===== src/design/cdss_pkg.sv =====
// ----------------------------------------------------------------------------
// cdss_pkg
// Shared types, frame codes and constants for the clock display scan
// sequencer.
// ----------------------------------------------------------------------------
package cdss_pkg;

  localparam int VAL_W   = 7;
  localparam int SEG_W   = 8;
  localparam int DIGITS  = 8;
  localparam int FRAMES  = 12;
  localparam int FIDX_W  = 4;
  localparam int QDEPTH  = 2;
  localparam int QAW     = 1;
  localparam int QCNT_W  = 2;

  localparam logic [FIDX_W-1:0] FR_AMPM  = 4'd8;
  localparam logic [FIDX_W-1:0] FR_COL_A = 4'd9;
  localparam logic [FIDX_W-1:0] FR_COL_B = 4'd10;
  localparam logic [FIDX_W-1:0] FR_BLANK = 4'd11;

  localparam logic [1:0] ADJ_HOURS   = 2'd1;
  localparam logic [1:0] ADJ_MINUTES = 2'd2;

  localparam logic [15:0] SEG_AM      = 16'h0040;
  localparam logic [15:0] SEG_PM      = 16'h0080;
  localparam logic [15:0] DIG_AMPM    = 16'h8000;
  localparam logic [15:0] COLON_DIG_A = 16'h0800;
  localparam logic [15:0] COLON_DIG_B = 16'h0200;
  localparam logic [15:0] COLON_SEG   = 16'h8000;
  localparam logic [15:0] DIG_FIRST   = 16'h0100;

  typedef struct packed {
    logic [DIGITS-1:0][SEG_W-1:0] seg;
    logic [FRAMES-1:0]            mask;
    logic                         pm;
  } desc_t;

  typedef struct packed {
    logic full;
    logic empty;
  } q_stat_t;

  function automatic logic [SEG_W-1:0] seg_decode(input logic [3:0] d);
    logic [SEG_W-1:0] s;
    case (d)
      4'd0:    s = 8'h3f;
      4'd1:    s = 8'h06;
      4'd2:    s = 8'h5b;
      4'd3:    s = 8'h4f;
      4'd4:    s = 8'h66;
      4'd5:    s = 8'h6d;
      4'd6:    s = 8'h7d;
      4'd7:    s = 8'h07;
      4'd8:    s = 8'h7f;
      4'd9:    s = 8'h6f;
      default: s = 8'h3f;
    endcase
    return s;
  endfunction

endpackage


===== src/design/clock_display_scan_sequencer_core.sv =====
// ----------------------------------------------------------------------------
// clock_display_scan_sequencer_core
// Turns each display refresh request into a run of digit-select and segment
// words for a multiplexed seven-segment clock display.
// ----------------------------------------------------------------------------
// Each request gives a run of eight to twelve words, one word per clock cycle
// while the output is not stalled; the single output register of the frame
// sequencer sets that rate. Requests are decoded on entry and wait in a
// two-entry queue, so the next request is taken while the current run is still
// being sent, and runs follow one another without a gap. When the block is
// empty, the first word of a request passes through its queue entry and then
// the output register.
module clock_display_scan_sequencer_core import cdss_pkg::*; (
  input  logic              clk,
  input  logic              rst,
  input  logic              in_valid,
  output logic              in_stall,
  input  logic [VAL_W-1:0]  temperature,
  input  logic [VAL_W-1:0]  hours,
  input  logic [VAL_W-1:0]  minutes,
  input  logic [VAL_W-1:0]  seconds,
  input  logic [1:0]        adjust_mode,
  input  logic              blink_on,
  input  logic              pm_flag,
  input  logic              colon_on,
  output logic              out_valid,
  input  logic              out_stall,
  output logic [15:0]       digit_select,
  output logic [15:0]       segments,
  output logic              last_frame
);

  desc_t   desc;
  desc_t   head;
  q_stat_t stat;
  logic    push;
  logic    pop;

  assign in_stall = stat.full;
  assign push     = in_valid && !stat.full;

  cdss_front u_front (
    .temperature (temperature),
    .hours       (hours),
    .minutes     (minutes),
    .seconds     (seconds),
    .adjust_mode (adjust_mode),
    .blink_on    (blink_on),
    .pm_flag     (pm_flag),
    .colon_on    (colon_on),
    .desc        (desc)
  );

  cdss_queue u_queue (
    .clk     (clk),
    .rst     (rst),
    .push    (push),
    .wr_data (desc),
    .pop     (pop),
    .rd_data (head),
    .stat    (stat)
  );

  cdss_back u_back (
    .clk          (clk),
    .rst          (rst),
    .head         (head),
    .stat         (stat),
    .pop          (pop),
    .out_valid    (out_valid),
    .out_stall    (out_stall),
    .digit_select (digit_select),
    .segments     (segments),
    .last_frame   (last_frame)
  );

  // The closing word of a run is blank.
  a_blank_last: assert property (@(posedge clk) disable iff (rst)
    out_valid && last_frame |-> digit_select == '0 && segments == '0)
    else $error("last word of a run is not blank");

  // Every other word enables exactly one digit.
  a_onehot_select: assert property (@(posedge clk) disable iff (rst)
    out_valid && !last_frame |-> $onehot(digit_select))
    else $error("digit select is not one-hot");

  // Every other word lights at least one segment.
  a_lit_segments: assert property (@(posedge clk) disable iff (rst)
    out_valid && !last_frame |-> segments != '0)
    else $error("non-final word has no segments lit");

endmodule


===== src/design/cdss_front.sv =====
// ----------------------------------------------------------------------------
// cdss_front
// Saturates and splits each value, decodes the digits and works out which
// frames of the run are shown.
// ----------------------------------------------------------------------------
module cdss_front import cdss_pkg::*; (
  input  logic [VAL_W-1:0] temperature,
  input  logic [VAL_W-1:0] hours,
  input  logic [VAL_W-1:0] minutes,
  input  logic [VAL_W-1:0] seconds,
  input  logic [1:0]       adjust_mode,
  input  logic             blink_on,
  input  logic             pm_flag,
  input  logic             colon_on,
  output desc_t            desc
);

  logic [3:0][VAL_W-1:0] vals;
  logic [3:0][VAL_W-1:0] sat;
  logic [3:0][3:0]       tens;
  logic [3:0][3:0]       units;
  logic [VAL_W-1:0]      rem;

  assign vals = {temperature, seconds, minutes, hours};

  always_comb begin
    rem = '0;
    for (int i = 0; i < 4; i++) begin
      sat[i] = (vals[i] > 7'd99) ? 7'd99 : vals[i];
      tens[i] = '0;
      for (int k = 1; k < 10; k++) begin
        if (sat[i] >= VAL_W'(10 * k)) begin
          tens[i] = 4'(k);
        end
      end
      rem = sat[i] - VAL_W'({tens[i], 3'b000} + {2'b00, tens[i], 1'b0});
      units[i] = rem[3:0];
    end
  end

  always_comb begin
    for (int i = 0; i < 4; i++) begin
      desc.seg[2*i]   = seg_decode(tens[i]);
      desc.seg[2*i+1] = seg_decode(units[i]);
    end
    desc.mask = '1;
    desc.mask[FR_COL_A] = colon_on;
    desc.mask[FR_COL_B] = colon_on;
    if (adjust_mode == ADJ_HOURS && !blink_on) begin
      desc.mask[1:0] = 2'b00;
    end else if (adjust_mode == ADJ_MINUTES && !blink_on) begin
      desc.mask[3:2] = 2'b00;
    end
    desc.pm = pm_flag;
  end

endmodule


===== src/design/cdss_queue.sv =====
// ----------------------------------------------------------------------------
// cdss_queue
// Two-entry queue of decoded requests between the front and the back.
// ----------------------------------------------------------------------------
module cdss_queue import cdss_pkg::*; (
  input  logic    clk,
  input  logic    rst,
  input  logic    push,
  input  desc_t   wr_data,
  input  logic    pop,
  output desc_t   rd_data,
  output q_stat_t stat
);

  desc_t             mem [QDEPTH];
  logic [QAW-1:0]    wr_ptr;
  logic [QAW-1:0]    rd_ptr;
  logic [QCNT_W-1:0] count;

  assign stat.full  = (count == QCNT_W'(QDEPTH));
  assign stat.empty = (count == '0);
  assign rd_data    = mem[rd_ptr];

  always_ff @(posedge clk) begin
    if (push) begin
      mem[wr_ptr] <= wr_data;
    end
  end

  always_ff @(posedge clk) begin
    if (rst) begin
      wr_ptr <= '0;
      rd_ptr <= '0;
      count  <= '0;
    end else begin
      if (push) begin
        wr_ptr <= wr_ptr + 1'b1;
      end
      if (pop) begin
        rd_ptr <= rd_ptr + 1'b1;
      end
      count <= count + QCNT_W'(push) - QCNT_W'(pop);
    end
  end

endmodule


===== src/design/cdss_back.sv =====
// ----------------------------------------------------------------------------
// cdss_back
// Steps through the shown frames of the request at the head of the queue,
// one frame per cycle while the output is not stalled, into the output register.
// ----------------------------------------------------------------------------
module cdss_back import cdss_pkg::*; (
  input  logic        clk,
  input  logic        rst,
  input  desc_t       head,
  input  q_stat_t     stat,
  output logic        pop,
  output logic        out_valid,
  input  logic        out_stall,
  output logic [15:0] digit_select,
  output logic [15:0] segments,
  output logic        last_frame
);

  logic [FIDX_W-1:0] pos;
  logic [FRAMES-1:0] cand;
  logic [FIDX_W-1:0] idx;
  logic              fire;
  logic [15:0]       dsel_next;
  logic [15:0]       seg_next;

  always_comb begin
    for (int i = 0; i < FRAMES; i++) begin
      cand[i] = head.mask[i] && (FIDX_W'(i) >= pos);
    end
    idx = FR_BLANK;
    for (int i = FRAMES - 1; i >= 0; i--) begin
      if (cand[i]) begin
        idx = FIDX_W'(i);
      end
    end
  end

  always_comb begin
    dsel_next = '0;
    seg_next  = '0;
    case (idx)
      FR_AMPM: begin
        dsel_next = DIG_AMPM;
        seg_next  = head.pm ? SEG_PM : SEG_AM;
      end
      FR_COL_A: begin
        dsel_next = COLON_DIG_A;
        seg_next  = COLON_SEG;
      end
      FR_COL_B: begin
        dsel_next = COLON_DIG_B;
        seg_next  = COLON_SEG;
      end
      FR_BLANK: begin
        dsel_next = '0;
        seg_next  = '0;
      end
      default: begin
        dsel_next = DIG_FIRST << idx[2:0];
        seg_next  = {head.seg[idx[2:0]], 8'h00};
      end
    endcase
  end

  assign fire = !stat.empty && (!out_valid || !out_stall);
  assign pop  = fire && (idx == FR_BLANK);

  always_ff @(posedge clk) begin
    if (rst) begin
      out_valid <= 1'b0;
      pos       <= '0;
    end else begin
      if (fire) begin
        out_valid <= 1'b1;
        pos       <= (idx == FR_BLANK) ? '0 : idx + 1'b1;
      end else if (!out_stall) begin
        out_valid <= 1'b0;
      end
    end
  end

  always_ff @(posedge clk) begin
    if (fire) begin
      digit_select <= dsel_next;
      segments     <= seg_next;
      last_frame   <= (idx == FR_BLANK);
    end
  end

endmodule


===== config.mk =====
export PLATFORM = sky130hd
export DESIGN_NAME = clock_display_scan_sequencer_core
export DESIGN_NICKNAME = d
export VERILOG_FILES = /design/src/design/cdss_pkg.sv /design/src/design/clock_display_scan_sequencer_core.sv /design/src/design/cdss_front.sv /design/src/design/cdss_queue.sv /design/src/design/cdss_back.sv
export SDC_FILE = /design/constraint.sdc
export NUM_CORES = 1
export LEC_CHECK = 0
export BUFFER_PORTS_ARGS = -buffer_cell sky130_fd_sc_hd__buf_2
export CAP_MARGIN = 20
export CORE_MARGIN = 5
export CORE_UTILIZATION = 53
export CTS_BUF_LIST = sky130_fd_sc_hd__clkbuf_16
export CTS_CLUSTER_SIZE = 10
export DETAILED_ROUTE_END_ITERATION = 10
export PLACE_DENSITY_LB_ADDON = 0.3
export SLEW_MARGIN = 20
export SYNTH_ARGS = -nofsm -noshare
export SYNTH_HDL_FRONTEND = slang
export SYNTH_HIERARCHICAL = 1
export SYNTH_SLANG_ARGS = --single-unit

===== constraint.sdc =====
create_clock -name clk -period 8.6 [get_ports clk]
set_input_delay 0.86 -clock clk [delete_from_list [all_inputs] [get_ports clk]]
set_output_delay 0.86 -clock clk [all_outputs]
set_load 0.1 [all_outputs]

---- Yosys cells after proc, flatten, opt, wreduce, memory -nomap -nowiden ----
Memory sizes are Yosys's and may differ from the RTL's. A register that Yosys moved wholly into a read port is not among the register bits.
Index checks and enable logic that the tools add are counted.
word-level totals
  bits in writable memories ............... 142
  memories kept ........................... 9
  output and inout bits ................... 35
  bits of input ports ..................... 37
  register bits after elaboration ......... 42
  ROM bits ................................ 896
memories
  memory           words  width  rd ports  clocked after Yosys merged registers in  wr ports  line              source
  u_queue.mem      2      71     1         1                                        1         cdss_queue.sv:15  desc_t mem [QDEPTH];
  (no name shown)  16     7      1         0                                        0         cdss_pkg.sv:46    case (d)
  (no name shown)  16     7      1         0                                        0         cdss_pkg.sv:46
  (no name shown)  16     7      1         0                                        0         cdss_pkg.sv:46
  (no name shown)  16     7      1         0                                        0         cdss_pkg.sv:46
  (no name shown)  16     7      1         0                                        0         cdss_pkg.sv:46
  +3 memories      -      -      -         -                                        -         -
operators by class
  reduce and logical (&&, ||, !) cells .... 24
  shift-type cells ........................ 1
  add/sub/neg operators ................... 13
  equality and inequality tests ........... 8
  magnitude comparators ................... 52
  muxes and demuxes ....................... 66
operators by type and width
  kind                                                                                 count
  7-bit by 6-bit greater-or-equal comparator with 1-bit output, second input constant  12
  7-bit greater-or-equal comparator, second input constant                             12
  4-bit two-way mux                                                                    17
  16-bit case mux with 4 select lines                                                  1
  7-bit by 5-bit greater-or-equal comparator with 1-bit output, second input constant  8
  3-bit two-way mux                                                                    16
  16-bit case mux with 3 select lines                                                  1
  7-bit by 4-bit greater-or-equal comparator with 1-bit output, second input constant  4
  7-bit greater-than comparator, second input constant                                 4
  7-bit two-way mux                                                                    4
  2-bit two-way mux                                                                    13
  8-bit binary-select mux with 3-bit select                                            1
  4-bit adder                                                                          4
  4-bit equality test, second input constant                                           4
  3-bit by 4-bit greater-or-equal comparator with 1-bit output, first input constant   4
  8-bit two-way mux                                                                    2
  9-bit by 3-bit << shifter with 16-bit output, first input constant                   1
  4-bit subtractor                                                                     4
  4-bit greater-or-equal comparator, first input constant                              3
  1-bit logical AND                                                                    11
  1-bit two-way mux                                                                    11
  1-bit by 4-bit greater-or-equal comparator with 1-bit output, first input constant   2
  2-bit by 4-bit greater-or-equal comparator with 1-bit output, first input constant   2
  1-bit logical AND, first input constant                                              5
  12 further kinds                                                                     18

---- Logic depth before layout (Yosys ltp) ----
  depth after elaboration ................. 17
  mapped depth ............................ 18
  mapped depth without buffers ............ 14

---- By module ----
The synthesis kept the hierarchy.
modules (own cells, without submodules)
  module                             times used  cells each  area an instance (µm²)  seq. area each (µm²)
  cdss_queue                         1           261         5908.2                  4724.5
  cdss_front                         1           449         2987.9                  0.0
  cdss_back                          1           252         2031.9                  670.6
  clock_display_scan_sequencer_core  1           1           13.8                    0.0

---- Least setup slack after synthesis ----
No wires, ideal clock.
  kind .................................... register to register
  start ................................... reg u_queue.count[1]
  end ..................................... mem u_queue/mem[0][0] (netlist name), enable pin
  slack ................................... 3.574 ns
  data required time ...................... 8.078 ns
  arrival ................................. 4.504 ns
  clock period less this slack ............ 5.026 ns
  stages on the path, launching flop included .. 4
  path buffers ............................ 0
  cell sequence ........................... dfxtp_1 > nor2b_1 > nor2b_4 > nor2b_1
on the way
  word-level cells in the longest chain between the ends .. 5
RTL lines
  element                                  line                                     source
  from (decl)                              cdss_queue.sv:18                         logic [QCNT_W-1:0] count;
  from (signal assigned)                   cdss_queue.sv:42                         count <= count + QCNT_W'(push) - QCNT_W'(pop);
  2-bit equality test                      cdss_queue.sv:20                         assign stat.full = (count == QCNT_W'(QDEPTH));
  named net in_stall                       clock_display_scan_sequencer_core.sv:17  output logic in_stall,
  1-bit zero test                          clock_display_scan_sequencer_core.sv:40  assign push = in_valid && !stat.full;
  1-bit logical AND                        clock_display_scan_sequencer_core.sv:40
  named net push                           clock_display_scan_sequencer_core.sv:36  logic push;
  1-bit two-way mux                        cdss_queue.sv:25                         if (push) begin
  1-bit two-way mux (not written as such)  cdss_queue.sv:26                         mem[wr_ptr] <= wr_data;
  to (decl)                                cdss_queue.sv:15
The timed path passes the listed nets, and every way through them passes these cells.

==> qor.txt <==
Outcome - finished, final reports clean
Vias per cell - 5.41
Core ar. - 20,200 um2
First-pass GRT wire length - 32,000 um
CTS max path bufs - 2
Initial drt markers - 470
Area grow syn2layout - 7.18%
Vias in the first global route - 6,550
Post-route cell area - 11,600 um2
Critical path's top delay family - compound AO/OA/AOI/OAI gates
DRC - 0
Slowest stage cell, crit path - o211a_2
Syn Std Cell Area - 10,900 um2
Cell count after synthesis - 959
Max-cap violation count - 0
Critical Path RT - 8.89 ns
Post-CTS setup-driven buffer insertion count - 0
Max VDD drop - 0.211 mV
Worst-Margin Slew - 1.02 ns
Avg Cell Area, Syn - 11.3 um2
TritonCTS clock tree - done
CP arrival - 4.02 ns
RSZ-0062 raised after global routing - no
Critical path's largest stage delay - 0.70 ns
Initial Util - 53.7%
Minimum clock period - 3.74 ns
Die height - 153 um
Die area - 23,500 um2
TritonCTS Buffers - 17
Placement Cell Area - 11,000 um2
Clock latency on the worst-skew pair - 0.44 ns
Crit Path Class - reg2reg
CTS H-Tree Depth - 4
Die Width - 153 um
GPL Wtd Cong - 0.844
Final nets - 1,082
Clock Skew - 0.0101 ns
Leak - 0.00443 uW
Final Hold Fails - 0
Pwr dens - 237 nW/um2
Layout cell share with drive strength beyond 1 - 19.7%
Synth Warn # - 6
Crit-path max FO - 34
Setup-failing EPs final - 0
# rows - 52
Total number of vias - 6,837
Largest net degree at the start of global routing - 77
Worst hold path class - reg2reg
Routed WL per cell - 15.5 um
GR Overflow Total - 0
Critical Path Sink Type - flip-flop
Root Driver - clkbuf_16
Initial antenna violation count - 0
CTS hold repair buffers - 0
Max Freq - 0.268 GHz
Ant diodes - 0
Antenna-violating nets left - 0
Port Buffers - 57
Final cycle utilization of the critical path - 43.4%
Cts repair resizes - 0
Overall Global Routing Usage - 16.7%
Max_slew headroom - 31.9%
Reg clk slew, reported paths - 0.07 ns
I/O pin total - 72
Sum of buffers and inverters on the critical path - 1
First-pass DRT Iterations - 5
TritonCTS Sinks - 181
Routed Wire Length - 19,600 um
Crit start category - flip-flop
Fin Setup TNS - 0 ns
HPWL after DPL - 13,500 um
Crit-path cells - mux2_2 > nor2b_1 > o21ai_1 > o211a_2 > inv_2 > ha_1 > nor2_1 > a31o_2 > nand2b_1 > o22ai_1 > o21bai_1
Pins Over Slew Limit - 0
## worst min-delay path, delay by kind of cell, from the launching register on
family	cells	cell delay [ns]
flip-flops	1	0.31
AO/OA/AOI/OAI	1	0.08
AND/OR/NAND/NOR	1	0.07
## area by class of cell
class                   count  area (um2)
clock inverters            13         109
inverters                  31         116
multi-input cells         689        4940
repair buffers             61         328
fillers                  1696        8590
flip-flops and latches    181        5340
clock buffers              19         475
well taps                 270         338
## final timing paths
check	start	slack, ns	end	cells after the start
worst min register to register	u_back/out_valid	0.51	u_back/out_valid	2
worst max register to register	flip-flop	4.86	u_back/segments[15]	11
worst min-delay path	u_back/out_valid	0.51	u_back/out_valid	2
worst max-delay path	flip-flop	4.86	u_back/segments[15]	11
## layer usage
metal	global-route usage [%]	routed length, um	vias to the layer above
met2	29.0	9910	115
li1	-	-	3472
met5	0	0	-
met4	5.39	299	0
met3	2.97	683	27
met1	21.3	8700	3223
## flip-flops by register name, summed over array words and instances (netlist names), named ones only
name	cells
u_back/last_frame	1
u_queue/wr_ptr	1
u_back/out_valid	1
u_queue/rd_ptr	1
u_back/pos	4
u_queue/mem	152
u_back/digit_select	8
u_queue/count	2
u_back/segments	10
## power by group
group	leakage [uW]	internal [uW]	total (uW)	switching, uW
combinational	0.00256	264	864	600
clock	0.000280	412	752	340
sequential	0.00159	1110	1150	37.9
total	0.00443	1780	2760	979
## cell usage in the layout (no fill, tap or decap), drive strengths merged, types with 8 or more instances in the layout
cell type,count
nor3,11
dfxtp,10
inv,37
clkbuf,19
nand2,106
a22o,9
a32oi,8
nand3,19
conb,27
mux2,80
a21oi,71
and2,11
nand2b,16
edfxtp,171
a31oi,9
a22oi,10
nor2b,17
buf,61
ha,64
xnor2,14
mux2i,14
nor2,74
o21ai,39
## metrics by stage
stage	std cells	power, uW	hold slack (ns)	util, %	worst slack [ns]
5_1_grt	1264	2900	0.533	57.5	4.53
4_1_cts	1263	2770	0.513	57.4	4.90
3_3_place_gp	1231	2010	0.465	54.6	4.91
6_report	1264	2760	0.512	57.5	4.86
3_5_place_dp	1231	2020	0.502	54.6	4.78
2_1_floorplan	983	1890	0.481	-	3.62
(Power assumes the default switching activity.)
